### src/sv/cpc_pkg.sv
// Package for the paint colour parser: keyword table, byte helpers and shared types.
// Used by cpc_kw_match and css_paint_colour_parser_top; depends on nothing.
`default_nettype none

package cpc_pkg;

  localparam int unsigned KEYWORD_COUNT_DEFAULT = 12;
  localparam int unsigned TABLE_SIZE = 12;
  localparam int unsigned KW_CHARS = 6;

  localparam logic [3:0] LEN_MAX = 4'd15;
  localparam logic [7:0] HASH_BYTE = 8'h23;
  localparam logic [3:0] HEX_SHORT_DIGITS = 4'd3;
  localparam logic [3:0] HEX_LONG_DIGITS = 4'd6;

  localparam logic [7:0] KW_TEXT [TABLE_SIZE][KW_CHARS] = '{
    '{8'h62, 8'h6c, 8'h61, 8'h63, 8'h6b, 8'h00},  // black
    '{8'h77, 8'h68, 8'h69, 8'h74, 8'h65, 8'h00},  // white
    '{8'h72, 8'h65, 8'h64, 8'h00, 8'h00, 8'h00},  // red
    '{8'h67, 8'h72, 8'h65, 8'h65, 8'h6e, 8'h00},  // green
    '{8'h62, 8'h6c, 8'h75, 8'h65, 8'h00, 8'h00},  // blue
    '{8'h67, 8'h72, 8'h61, 8'h79, 8'h00, 8'h00},  // gray
    '{8'h67, 8'h72, 8'h65, 8'h79, 8'h00, 8'h00},  // grey
    '{8'h73, 8'h69, 8'h6c, 8'h76, 8'h65, 8'h72},  // silver
    '{8'h6d, 8'h61, 8'h72, 8'h6f, 8'h6f, 8'h6e},  // maroon
    '{8'h6e, 8'h61, 8'h76, 8'h79, 8'h00, 8'h00},  // navy
    '{8'h79, 8'h65, 8'h6c, 8'h6c, 8'h6f, 8'h77},  // yellow
    '{8'h6f, 8'h72, 8'h61, 8'h6e, 8'h67, 8'h65}   // orange
  };

  localparam logic [3:0] KW_LEN [TABLE_SIZE] = '{
    4'd5, 4'd5, 4'd3, 4'd5, 4'd4, 4'd4, 4'd4, 4'd6, 4'd6, 4'd4, 4'd6, 4'd6
  };

  localparam logic [23:0] KW_RGB [TABLE_SIZE] = '{
    24'h000000, 24'hFFFFFF, 24'hFF0000, 24'h008000, 24'h0000FF, 24'h808080,
    24'h808080, 24'hC0C0C0, 24'h800000, 24'h000080, 24'hFFFF00, 24'hFFA500
  };

  typedef struct packed {
    logic        hit;
    logic [23:0] rgb;
  } kw_result_t;

  function automatic logic [7:0] fold(input logic [7:0] b);
    logic [7:0] r;
    r = b;
    if (b >= 8'h41 && b <= 8'h5a) begin
      r = b + 8'h20;
    end
    return r;
  endfunction

  // Bit 4 set means the byte is not a hex digit.
  function automatic logic [4:0] hex_value(input logic [7:0] b);
    logic [7:0] l;
    logic [4:0] v;
    l = fold(b);
    v = 5'h10;
    if (b >= 8'h30 && b <= 8'h39) begin
      v = {1'b0, b[3:0]};
    end else if (l >= 8'h61 && l <= 8'h66) begin
      v = {1'b0, l[3:0] + 4'd9};
    end
    return v;
  endfunction

endpackage

`default_nettype wire

### src/sv/cpc_kw_match.sv
// Keyword matcher: narrows the per-keyword match flags by one byte and picks the colour.
// Depends on cpc_pkg for the keyword table and the result type.
`default_nettype none

module cpc_kw_match #(
  parameter int unsigned KeywordCount = cpc_pkg::KEYWORD_COUNT_DEFAULT
) (
  input  wire logic                    take_i,
  input  wire logic [7:0]              folded_i,
  input  wire logic [3:0]              pos_i,
  input  wire logic [3:0]              len_i,
  input  wire logic [KeywordCount-1:0] flags_i,
  output logic      [KeywordCount-1:0] flags_o,
  output cpc_pkg::kw_result_t          result_o
);

  logic [KeywordCount-1:0] hit;
  logic [23:0]             kw_rgb [KeywordCount];

  for (genvar k = 0; k < KeywordCount; k++) begin : g_kw
    if (k < cpc_pkg::TABLE_SIZE) begin : g_real
      logic fits;
      assign fits = (pos_i < cpc_pkg::KW_LEN[k]) &&
                    (cpc_pkg::KW_TEXT[k][pos_i[2:0]] == folded_i);
      assign flags_o[k] = flags_i[k] & (fits | ~take_i);
      assign hit[k] = flags_o[k] && (len_i == cpc_pkg::KW_LEN[k]);
      assign kw_rgb[k] = cpc_pkg::KW_RGB[k];
    end else begin : g_none
      assign flags_o[k] = flags_i[k] & ~take_i;
      assign hit[k] = 1'b0;
      assign kw_rgb[k] = 24'h000000;
    end
  end

  always_comb begin
    result_o = '0;
    for (int k = KeywordCount - 1; k >= 0; k--) begin
      if (hit[k]) begin
        result_o.hit = 1'b1;
        result_o.rgb = kw_rgb[k];
      end
    end
  end

endmodule

`default_nettype wire

### src/sv/css_paint_colour_parser_top.sv
// Top level of the paint colour parser: input register, span state, result register.
// Depends on cpc_pkg and instantiates cpc_kw_match.
//
// Channel   Direction  Carries
// s_axis    in         tdata = text_byte, tuser = byte_present, tlast = span_end
// m_axis    out        tdata = colour_rgb, tuser = no_paint
//
// One byte is taken every cycle while the result register is not stalled; a result leaves
// through the input register and the result register after the transfer that closes its span.
// The span state is updated by one pass of logic between those two registers.
// A stalled result register holds both stages; s_axis_tready falls only then.
// Reset clears both stages and returns the span state to its start values.
`default_nettype none

module css_paint_colour_parser_top #(
  parameter int unsigned KeywordCount = cpc_pkg::KEYWORD_COUNT_DEFAULT
) (
  input  wire logic        clk_i,
  input  wire logic        rst_ni,
  input  wire logic        s_axis_tvalid,
  output logic             s_axis_tready,
  input  wire logic [7:0]  s_axis_tdata,   // [7:0] text_byte
  input  wire logic        s_axis_tuser,   // [0] byte_present
  input  wire logic        s_axis_tlast,
  output logic             m_axis_tvalid,
  input  wire logic        m_axis_tready,
  output logic      [23:0] m_axis_tdata,   // [23:0] colour_rgb
  output logic             m_axis_tuser    // [0] no_paint
);

  logic       in_valid_q;
  logic [7:0] in_byte_q;
  logic       in_present_q;
  logic       in_last_q;
  logic       advance;

  logic [3:0]              len_q, len_d;
  logic                    hash_q, hash_d;
  logic [23:0]             acc_q, acc_d;
  logic                    ok_q, ok_d;
  logic [KeywordCount-1:0] flags_q, flags_d;

  logic [4:0]          hex_v;
  logic                take;
  logic [23:0]         rgb_d;
  logic                no_paint_d;
  logic [3:0]          digits;
  cpc_pkg::kw_result_t kw_res;

  assign advance = ~m_axis_tvalid | m_axis_tready;
  assign s_axis_tready = ~in_valid_q | advance;
  assign take = in_valid_q & in_present_q;
  assign hex_v = cpc_pkg::hex_value(in_byte_q);

  always_ff @(posedge clk_i or negedge rst_ni) begin
    if (!rst_ni) begin
      in_valid_q <= 1'b0;
    end else if (s_axis_tready) begin
      in_valid_q <= s_axis_tvalid;
    end
  end

  always_ff @(posedge clk_i) begin
    if (s_axis_tready && s_axis_tvalid) begin
      in_byte_q    <= s_axis_tdata;
      in_present_q <= s_axis_tuser;
      in_last_q    <= s_axis_tlast;
    end
  end

  always_comb begin
    len_d  = len_q;
    hash_d = hash_q;
    acc_d  = acc_q;
    ok_d   = ok_q;
    if (take) begin
      if (len_q == 4'd0) begin
        hash_d = (in_byte_q == cpc_pkg::HASH_BYTE);
      end else if (hex_v[4]) begin
        ok_d = 1'b0;
      end else begin
        acc_d = {acc_q[19:0], hex_v[3:0]};
      end
      if (len_q != cpc_pkg::LEN_MAX) begin
        len_d = len_q + 4'd1;
      end
    end
  end

  cpc_kw_match #(
    .KeywordCount(KeywordCount)
  ) u_kw_match (
    .take_i  (take),
    .folded_i(cpc_pkg::fold(in_byte_q)),
    .pos_i   (len_q),
    .len_i   (len_d),
    .flags_i (flags_q),
    .flags_o (flags_d),
    .result_o(kw_res)
  );

  always_comb begin
    digits     = len_d - 4'd1;
    rgb_d      = 24'h000000;
    no_paint_d = 1'b1;
    if (len_d == 4'd0) begin
      no_paint_d = 1'b1;
    end else if (hash_d) begin
      if (ok_d && digits == cpc_pkg::HEX_LONG_DIGITS) begin
        rgb_d      = acc_d;
        no_paint_d = 1'b0;
      end else if (ok_d && digits == cpc_pkg::HEX_SHORT_DIGITS) begin
        rgb_d      = {acc_d[11:8], acc_d[11:8], acc_d[7:4], acc_d[7:4],
                      acc_d[3:0], acc_d[3:0]};
        no_paint_d = 1'b0;
      end
    end else if (kw_res.hit) begin
      rgb_d      = kw_res.rgb;
      no_paint_d = 1'b0;
    end
  end

  always_ff @(posedge clk_i or negedge rst_ni) begin
    if (!rst_ni) begin
      len_q   <= 4'd0;
      hash_q  <= 1'b0;
      acc_q   <= 24'h000000;
      ok_q    <= 1'b1;
      flags_q <= '1;
    end else if (advance && in_valid_q) begin
      if (in_last_q) begin
        len_q   <= 4'd0;
        hash_q  <= 1'b0;
        acc_q   <= 24'h000000;
        ok_q    <= 1'b1;
        flags_q <= '1;
      end else begin
        len_q   <= len_d;
        hash_q  <= hash_d;
        acc_q   <= acc_d;
        ok_q    <= ok_d;
        flags_q <= flags_d;
      end
    end
  end

  always_ff @(posedge clk_i or negedge rst_ni) begin
    if (!rst_ni) begin
      m_axis_tvalid <= 1'b0;
    end else if (advance) begin
      m_axis_tvalid <= in_valid_q & in_last_q;
    end
  end

  always_ff @(posedge clk_i) begin
    if (advance && in_valid_q && in_last_q) begin
      m_axis_tdata <= rgb_d;
      m_axis_tuser <= no_paint_d;
    end
  end

endmodule

`default_nettype wire

### config.mk
export PLATFORM = sky130hd
export DESIGN_NAME = css_paint_colour_parser_top
export DESIGN_NICKNAME = d
export VERILOG_FILES = /design/src/sv/cpc_pkg.sv /design/src/sv/cpc_kw_match.sv /design/src/sv/css_paint_colour_parser_top.sv
export SDC_FILE = /design/constraint.sdc
export NUM_CORES = 1
export LEC_CHECK = 0
export ABC_AREA = 1
export CORE_AREA = 10 10 119 121
export CTS_CLUSTER_DIAMETER = 50
export DETAILED_ROUTE_END_ITERATION = 10
export DIE_AREA = 0 0 129 131
export DONT_BUFFER_PORTS = 1
export PLACE_DENSITY = 0.57
export SLEW_MARGIN = 20
export SYNTH_ARGS = -nofsm -noshare
export SYNTH_HDL_FRONTEND = slang
export SYNTH_SLANG_ARGS = --single-unit
### constraint.sdc
create_clock -name clk_i -period 6 [get_ports clk_i]
set_input_delay 0.3 -clock clk_i [delete_from_list [all_inputs] [get_ports clk_i]]
set_output_delay 0.3 -clock clk_i [all_outputs]
set_load 0.05 [all_outputs]
==> results of run 1 <==
worst reg2reg max path: stages, from the launching register on:
cell,delay (ns)
edfxtp_1,0.57
inv_1,0.46
nand2_1,0.13
nor2_1,0.12
nand2_1,0.07
nand3_2,0.11
nand2_1,0.06
nand2_1,0.08
nand2_2,0.11
nor2_4,0.14
nand3_2,0.12
nand2_2,0.10
nand2_1,0.07
buf_4,0.28
o21ai_0,0.45
o21ai_1,0.17
nand2_1,0.08
nand2_1,0.07
metrics by stage:
step | hold WS, ns | cells
after global placement | 0.0104 | 790
final | 0.0474 | 808
after detailed placement | 0.0103 | 790
after CTS | 0.0336 | 808
after global routing | 0.0296 | 808
after floorplan | 0.00441 | 668
flip-flops by register name, summed over array words and instances (netlist names):
signal,flops
m_axis_tuser,1
in_byte_q,8
m_axis_tvalid,1
len_q,4
flags_q,12
in_present_q,1
in_last_q,1
in_valid_q,1
m_axis_tdata,24
hash_q,1
acc_q,24
ok_q,1
kinds of logic (layout without fill, tap and decap cells):
logic type | count (synthesis) | after routing | share of synthesized area, %
AND/OR/NAND/NOR | 330 | 330 | 28.2
AO/OA/AOI/OAI | 114 | 114 | 12.7
buffers and inverters | 101 | 94 | 8.78
flip-flops | 79 | 79 | 41.8
XOR/XNOR | 29 | 29 | 4.90
adder cells (fa/ha/maj) | 15 | 15 | 3.62
cell usage after synthesis:
master | n | share of area [%]
o21ai_1 | 38 | 3.7
ha_1 | 15 | 3.6
clkinv_1 | 1 | 0.072
inv_4 | 1 | 0.12
nor2_4 | 2 | 0.43
nand3_1 | 67 | 6.5
a221oi_1 | 2 | 0.34
dfstp_2 | 13 | 6.6
buf_1 | 2 | 0.14
clkbuf_1 | 9 | 0.65
nor3_1 | 3 | 0.29
nand2_4 | 1 | 0.22
xor2_1 | 29 | 4.9
o21ai_2 | 3 | 0.51
o211ai_1 | 1 | 0.14
a21oi_1 | 10 | 0.97
inv_6 | 1 | 0.17
inv_1 | 65 | 4.7
edfxtp_1 | 35 | 20
o22ai_1 | 28 | 3.4
nor3_2 | 1 | 0.19
a211oi_1 | 2 | 0.29
buf_4 | 2 | 0.29
o2111ai_1 | 2 | 0.34
a22oi_2 | 1 | 0.24
nor2_1 | 35 | 2.5
nor3_4 | 1 | 0.31
or2_2 | 1 | 0.12
buf_6 | 7 | 1.5
or2_1 | 4 | 0.48
nand2_1 | 192 | 14
a31oi_1 | 1 | 0.12
nand2_2 | 3 | 0.36
buf_2 | 7 | 0.68
nand3_2 | 6 | 1.2
nor4_1 | 4 | 0.48
dfrtp_1 | 31 | 15
inv_2 | 6 | 0.43
o21ai_0 | 21 | 2.0
a21o_1 | 1 | 0.14
nand4_1 | 10 | 1.2
a22oi_1 | 4 | 0.58
layer usage:
layer | vias up | GRT usage [%] | routed length, um
li1 | 2212 | - | -
met1 | 2118 | 25.4 | 7230
met2 | 165 | 24.6 | 5950
met3 | 15 | 3.99 | 817
met4 | 0 | 5.08 | 180
met5 | - | 0 | 0
placed cells by master, fill, tap and decap left out, types with 2 or more instances in the layout:
cell type and n:
ha_1 15, inv_6 4, nor4_1 4, nand2_1 192, o21ai_1 38, or2_1 4, edfxtp_1 35, a221oi_1 2
nor2_4 2, nand3_1 67, o22ai_1 28, xor2_1 29, clkbuf_16 9, a22oi_1 4, buf_4 2, nand4_1 10
a211oi_1 2, nor2_1 34, nand3_2 6, o21ai_2 3, inv_2 6, inv_1 65, dfstp_2 13, o21ai_0 21
nor3_1 3, a21oi_1 10, o2111ai_1 2, dfrtp_1 31, nand2_2 3
worst max path at each step:
stage / startpoint / end / slack [ns] / cells after the start
floorplan: m_axis_tvalid$_DFFE_PN0P_ / flags_q[0]$_DFFE_PN1P_ / 3.33 / 6
global placement: in_byte_q[2]$_DFFE_PP_ / m_axis_tdata[14]$_SDFFCE_PN0P_ / 2.60 / 17
detailed placement: in_byte_q[1]$_DFFE_PP_ / m_axis_tdata[14]$_SDFFCE_PN0P_ / 2.63 / 17
CTS: in_byte_q[1]$_DFFE_PP_ / m_axis_tdata[14]$_SDFFCE_PN0P_ / 2.61 / 17
global route: m_axis_tvalid$_DFFE_PN0P_ / acc_q[23]$_DFFE_PN0P_ / 2.25 / 5
finish: in_byte_q[2]$_DFFE_PP_ / m_axis_tdata[14]$_SDFFCE_PN0P_ / 2.57 / 17
cell type report:
class | instances | area [um2] | area share (%)
clock inverters | 7 | 88.8 | 1.60
well taps | 147 | 184 | 3.30
clock buffers | 9 | 225 | 4.04
multi-input cells | 488 | 2560 | 46.1
repair buffers | 4 | 52.6 | 0.944
inverters | 74 | 285 | 5.12
flip-flops and latches | 79 | 2170 | 38.9
power by group:
| group | leakage [nW] | internal (mW) | switching (mW) |
|---|---|---|---|
| logic | 1.62 | 0.152 | 0.369 |
| clock network | 0.150 | 0.331 | 0.244 |
| registers | 0.902 | 0.644 | 0.119 |
| total | 2.67 | 1.13 | 0.733 |
repair_timing:
item / CTS / global route
endpoints found under the hold margin: 44 / 0
buffers inserted: 0 / 0
hold buffers: 2 / 0
==> impl_metrics.json, run 1 <==
{
  "status": "finished, final reports clean",
  "critical_path.max_fanout": 47,
  "synth-seq-cells": 79,
  "drive_gt1_share_pct": 9.08,
  "path_cells": "inv_1 -> nand2_1 -> nor2_1 -> nand2_1 -> nand3_2 -> nand2_1 -> nand2_1 -> nand2_2 -> nor2_4 -> nand3_2 -> nand2_2 -> nand2_1 -> buf_4 -> o21ai_0 -> o21ai_1 -> nand2_1 -> nand2_1",
  "gp_congestion": 1.01,
  "core-area_mm2": 0.0118,
  "crit_family": "simple AND/OR/NAND/NOR gates",
  "max_stage_delay_ns": 0.57,
  "relSlewSlack_pct": 37.8,
  "cts_root_buf": "clkbuf_16",
  "die_w_um": 129,
  "power.total_mw": 1.86,
  "fillers": 1196,
  "syn_area_mm2": 0.00519,
  "rsz0062_at_grt": "no",
  "start_util_pct": 43.9,
  "postPlaceCellArea_mm2": 0.00522,
  "ir_worst_vdd_mv": 0.247,
  "layout_min_cycle_time_ns": 3.43,
  "grt_max_degree": 48,
  "period_share_pct": 57.1,
  "crit_buf_inv": 2,
  "fmax_mhz": 292,
  "postRouteWirelength_mm": 14.2,
  "final_core_util_pct": 47.2,
  "min_to": "in_byte_q[6]$_DFFE_PP_",
  "ys_seq_area_share_pct": 41.8,
  "cts_max_path_buffers": 2,
  "ff2ff_path_depth": 17,
  "drt_iter0_drc": 570,
  "stdcell_area_mm2": 0.00557,
  "leakagePower_nw": 2.67,
  "synth.net_count": 697,
  "io-pin-count": 41,
  "hold_depth": 0,
  "fin_tns_setup_ns": 0,
  "dieArea_mm2": 0.0169,
  "numPortBuffers": 0,
  "critPathArrivalTime_ns": 3.54,
  "r2r-end": "m_axis_tdata[14]$_SDFFCE_PN0P_",
  "drc": 0,
  "holdCritStartpoint": "s_axis_tdata[6]",
  "grt_usage_pct": 17.3,
  "tightestPinTransition_ns": 0.931,
  "area_delta_synth_final_pct": 7.38,
  "viasPerCell": 5.58,
  "grt_pass1_wl_mm": 22.5,
  "die_h_um": 131,
  "rrSetupSlack_ns": 2.57,
  "rows": 40,
  "grt_pass1_vias": 4175,
  "synth_cell_types": 42,
  "dr_total_vias": 4510,
  "clk_latency_ns": 0.35,
  "grt_overflow": 0,
  "cap_violations": 0,
  "antenna_cells": 0,
  "antenna_found_initial": 0,
  "path_common_cell": "nand2_1",
  "place.detailed.hpwl_mm": 10.7,
  "setup_viol_count_final": 0,
  "power_per_cell_area_mw_per_mm2": 334,
  "crit_slowest_cell": "edfxtp_1",
  "cts_made_buffers": 9,
  "first_pass_iters": 5,
  "htreeDepth": 3,
  "slew_violations": 0,
  "min_path_type": "in2reg",
  "postRouteAntennaNets": 0,
  "critical_path_class": "reg2reg",
  "fin_nets": 685,
  "clk_pin_slew_ns": 0.07,
  "yosysWarnings": 0,
  "rr_startpoint": "in_byte_q[2]$_DFFE_PP_",
  "cts_resized": 0,
  "worstPathRequired_ns": 6.11,
  "place_ws_ns": 2.63,
  "start_kind": "register",
  "synth.avg_cell_area_um2": 7.76,
  "endpoint_kind": "register",
  "setup_ws_ns": 2.57,
  "clock_sinks": 79,
  "clock_skew_ns": 0.00856,
  "wire_per_inst_um": 17.5,
  "syn_inst": 668,
  "finalHoldViolCount": 0,
  "cts_tree": "built"
}
No activity file was read; power rests on OpenSTA's default activity.
==> run 2: changes to the inputs <==
ABC_AREA = 0   (was 1)
CORE_AREA = 10 10 123 125   (was 10 10 119 121)
DIE_AREA = 0 0 133 135   (was 0 0 129 131)
PLACE_DENSITY = 0.59   (was 0.57)
clock period = 3.1 ns   (was 6 ns; I/O delays follow)
==> run 2 against run 1 <==
- register-to-register slack got worse by 2.7 ns
- the flow now finishes with violations (setup timing)
- clock skew about the same
- largest cell class unchanged
- critical path type unchanged
- utilization increased by 11 points
- highest routed layer unchanged
- worst hold slack got worse by 0.026 ns
==> impl_metrics.json, run 2 <==
{
  "ys_top_cells_by_count": "nand2_1 (44), o21ai_0 (38), edfxtp_1 (35)",
  "first_pass_iters": 5,
  "antenna_found_initial": 0,
  "htreeDepth": 3,
  "fin_nets": 718,
  "gp_congestion": 0.965,
  "grt_max_degree": 45,
  "reg.largest.list": "acc_q: 24 flops, m_axis_tdata: 24 flops, flags_q: 12 flops",
  "setup_ws_ns": -0.122,
  "yosys.area.top_type": "edfxtp_1",
  "viasPerCell": 6.14,
  "relSlewSlack_pct": 59.3,
  "synth.net_count": 620,
  "die_h_um": 135,
  "multi_input_area_mm2": 0.00342,
  "synth.avg_cell_area_um2": 9.48,
  "critical_path.max_fanout": 8,
  "grt_overflow": 0,
  "slew_violations": 0,
  "layout_common_cells": "buf_4 (106), nand2_1 (44), o21ai_0 (37), edfxtp_1 (35), dfrtp_1 (31)",
  "postRouteAntennaNets": 0,
  "ir_worst_vdd_mv": 0.333,
  "die_w_um": 133,
  "area_delta_synth_final_pct": 30.8,
  "rows": 41,
  "cts_made_buffers": 9,
  "combPwrFrac_pct": 25.5,
  "ys_seq_area_share_pct": 38.7,
  "sw_frac_of_total_pct": 32.9,
  "tightestPinTransition_ns": 0.609,
  "rsz0062_at_grt": "yes",
  "p_switching_mw": 1.05,
  "clock_sinks": 79,
  "seqPwrFrac_pct": 40.7,
  "synth-seq-cells": 79,
  "intPower_mw": 2.15,
  "critical_path_class": "reg2reg",
  "wire_per_inst_um": 20.7,
  "stdcell_area_mm2": 0.00733,
  "start_kind": "register",
  "numPortBuffers": 0,
  "synth-async-reset-ratio_pct": 55.7,
  "met2_length_mm": 8.98,
  "start_util_pct": 44.6,
  "min_path_type": "in2reg",
  "grt_usage_pct": 19.5,
  "fin_cells": 866,
  "clock_skew_ns": 0.00808,
  "grt_pass1_wl_mm": 28.3,
  "synth_top_cell_area_share_pct": 18.8,
  "yosysMostFrequentCell": "nand2_1",
  "synth_edf_count": 35,
  "status": "finished, violations left",
  "dieArea_mm2": 0.0180,
  "postRouteWirelength_mm": 17.9,
  "finalHoldViolCount": 0,
  "drt_iter0_drc": 599,
  "setup_viol_count_final": 25,
  "power.total_mw": 3.20,
  "final_common_cell": "buf_4",
  "grt_pass1_vias": 5129,
  "dr_wl_met3_um": 973,
  "violations": "setup timing",
  "power_per_cell_area_mw_per_mm2": 437,
  "synth_ff_type": "edfxtp_1",
  "drc": 0,
  "hold_depth": 2,
  "layout_min_cycle_time_ns": 3.22,
  "cts_tree": "built",
  "worstPathRequired_ns": 3.29,
  "clkPwrFrac_pct": 33.8,
  "fmax_mhz": 310,
  "cts_max_path_buffers": 2,
  "io-pin-count": 41,
  "seq_area_mm2": 0.00217,
  "antenna_cells": 0,
  "cap_violations": 0,
  "drive_gt1_share_pct": 30.8,
  "clk_latency_ns": 0.35,
  "endpoint_kind": "register",
  "synth_cell_types": 87,
  "syn_area_mm2": 0.00561,
  "period_share_pct": 104,
  "critPathArrivalTime_ns": 3.41,
  "dr_total_vias": 5313,
  "maxUsedRoutingLayer": "met4",
  "syn_inst": 591,
  "synth_area_leaders": "edfxtp_1 (19%), dfrtp_1 (14%), dfstp_2 (6.1%), o21ai_0 (3.4%), ha_1 (3.3%)",
  "clk_pin_slew_ns": 0.06,
  "dpl.cell_count": 823,
  "fillers": 1054,
  "ff2ff_path_depth": 13,
  "core-area_mm2": 0.0126,
  "wl_met1_mm": 7.48,
  "yosysWarnings": 0,
  "cts_root_buf": "clkbuf_16",
  "leakagePower_nw": 2.93,
  "postPlaceCellArea_mm2": 0.00650,
  "place.detailed.hpwl_mm": 13.1
}
[run 2: cell count changes in the layout (fill, tap and decap cells not counted), sizes merged, moves of 15 or more]
cell | before | now
a21oi | 10 | 25
a22o | 0 | 21
xnor2 | 0 | 16
mux2 | 0 | 20
nand3 | 73 | 11
o21ai | 62 | 43
nand2 | 196 | 44
xor2 | 29 | 8
inv | 76 | 23
buf | 3 | 117
nor3 | 5 | 20
[run 2: kinds of logic (layout without fill, tap and decap cells)]
group           after synthesis  after routing  synth area share, %
compound gates              205            205                 26.7
simple gates                174            174                 16.7
flops                        79             79                 38.7
buf+inv                      64            167                 4.98
mux                          30             30                 5.80
xor+xnor                     24             24                 3.75
fa+ha+maj                    15             15                 3.35
[run 2: worst paths after layout]
| path | slack [ns] | to | start |
|---|---|---|---|
| setup / recovery | -0.12 | m_axis_tdata[13]$_SDFFCE_PN0P_ | in_byte_q[5]$_DFFE_PP_ |
| min in group asynchronous | 0.31 | acc_q[2]$_DFFE_PN0P_ | rst_ni |
| max in group asynchronous | 2.51 | flags_q[8]$_DFFE_PN1P_ | rst_ni |
| setup reg to reg | -0.12 | m_axis_tdata[13]$_SDFFCE_PN0P_ | in_byte_q[5]$_DFFE_PP_ |
| hold reg to reg | 0.47 | flags_q[0]$_DFFE_PN1P_ | flags_q[0]$_DFFE_PN1P_ |
| hold / removal | 0.02 | m_axis_tvalid$_DFFE_PN0P_ | m_axis_tready |
[run 2: power groups by stage]
stage	combinational [mW]	clock, mW	sequential [mW]
final	0.818	1.08	1.30
after global routing	0.885	1.14	1.31
after CTS	0.784	1.10	1.30
after detailed placement	0.728	0	1.32
after global placement	0.715	0	1.32
after floorplan	0.470	0	1.30
[run 2: repair_timing]
item                                    4_1_cts  5_1_grt
endpoints found under the setup margin       25       29
setup buffers                                 5        7
cloned                                        0        2
endpoints found under the hold margin        55        0
hold buffers                                 13        0
resized for setup                            35       15
pin swaps                                    11       10
[run 2: cell type report]
class | instances | share of cell area [%]
inverters | 20 | 1.02
repair buffers | 131 | 15.7
multi-input cells | 448 | 46.6
well taps | 172 | 2.93
flip-flops and latches | 79 | 29.6
clock inverters | 6 | 0.682
clock buffers | 10 | 3.41
[run 2: critical path, stage by stage, from the launching register on]
cell	delay, ns
edfxtp_1	0.39
inv_2	0.09
ha_4	0.20
or4b_4	0.53
nor3b_4	0.23
nand3_2	0.16
a2111oi_4	0.40
buf_4	0.17
nor3_2	0.03
buf_4	0.14
a31oi_4	0.23
o31ai_4	0.13
clkbuf_16	0.19
o22ai_1	0.15
[run 2: stage by stage]
step | hold slack, ns | worst slack (ns) | utilization [%] | TNS (ns)
2_1_floorplan | -0.141 | -0.0191 | - | -0.146
3_3_place_gp | -0.138 | -0.213 | 51.7 | -2.89
3_5_place_dp | -0.138 | -0.203 | 51.7 | -3.60
4_1_cts | 0.0181 | -0.0814 | 56.9 | -1.25
5_1_grt | 0.0546 | -0.267 | 58.3 | -6.04
6_report | 0.0216 | -0.122 | 58.3 | -2.38
[run 2: layer usage]
metal / vias to the layer above / track usage [%]
li1: 2451 / -
met1: 2621 / 23.9
met2: 203 / 33.6
met3: 38 / 3.64
met4: 0 / 6.72
met5: - / 0
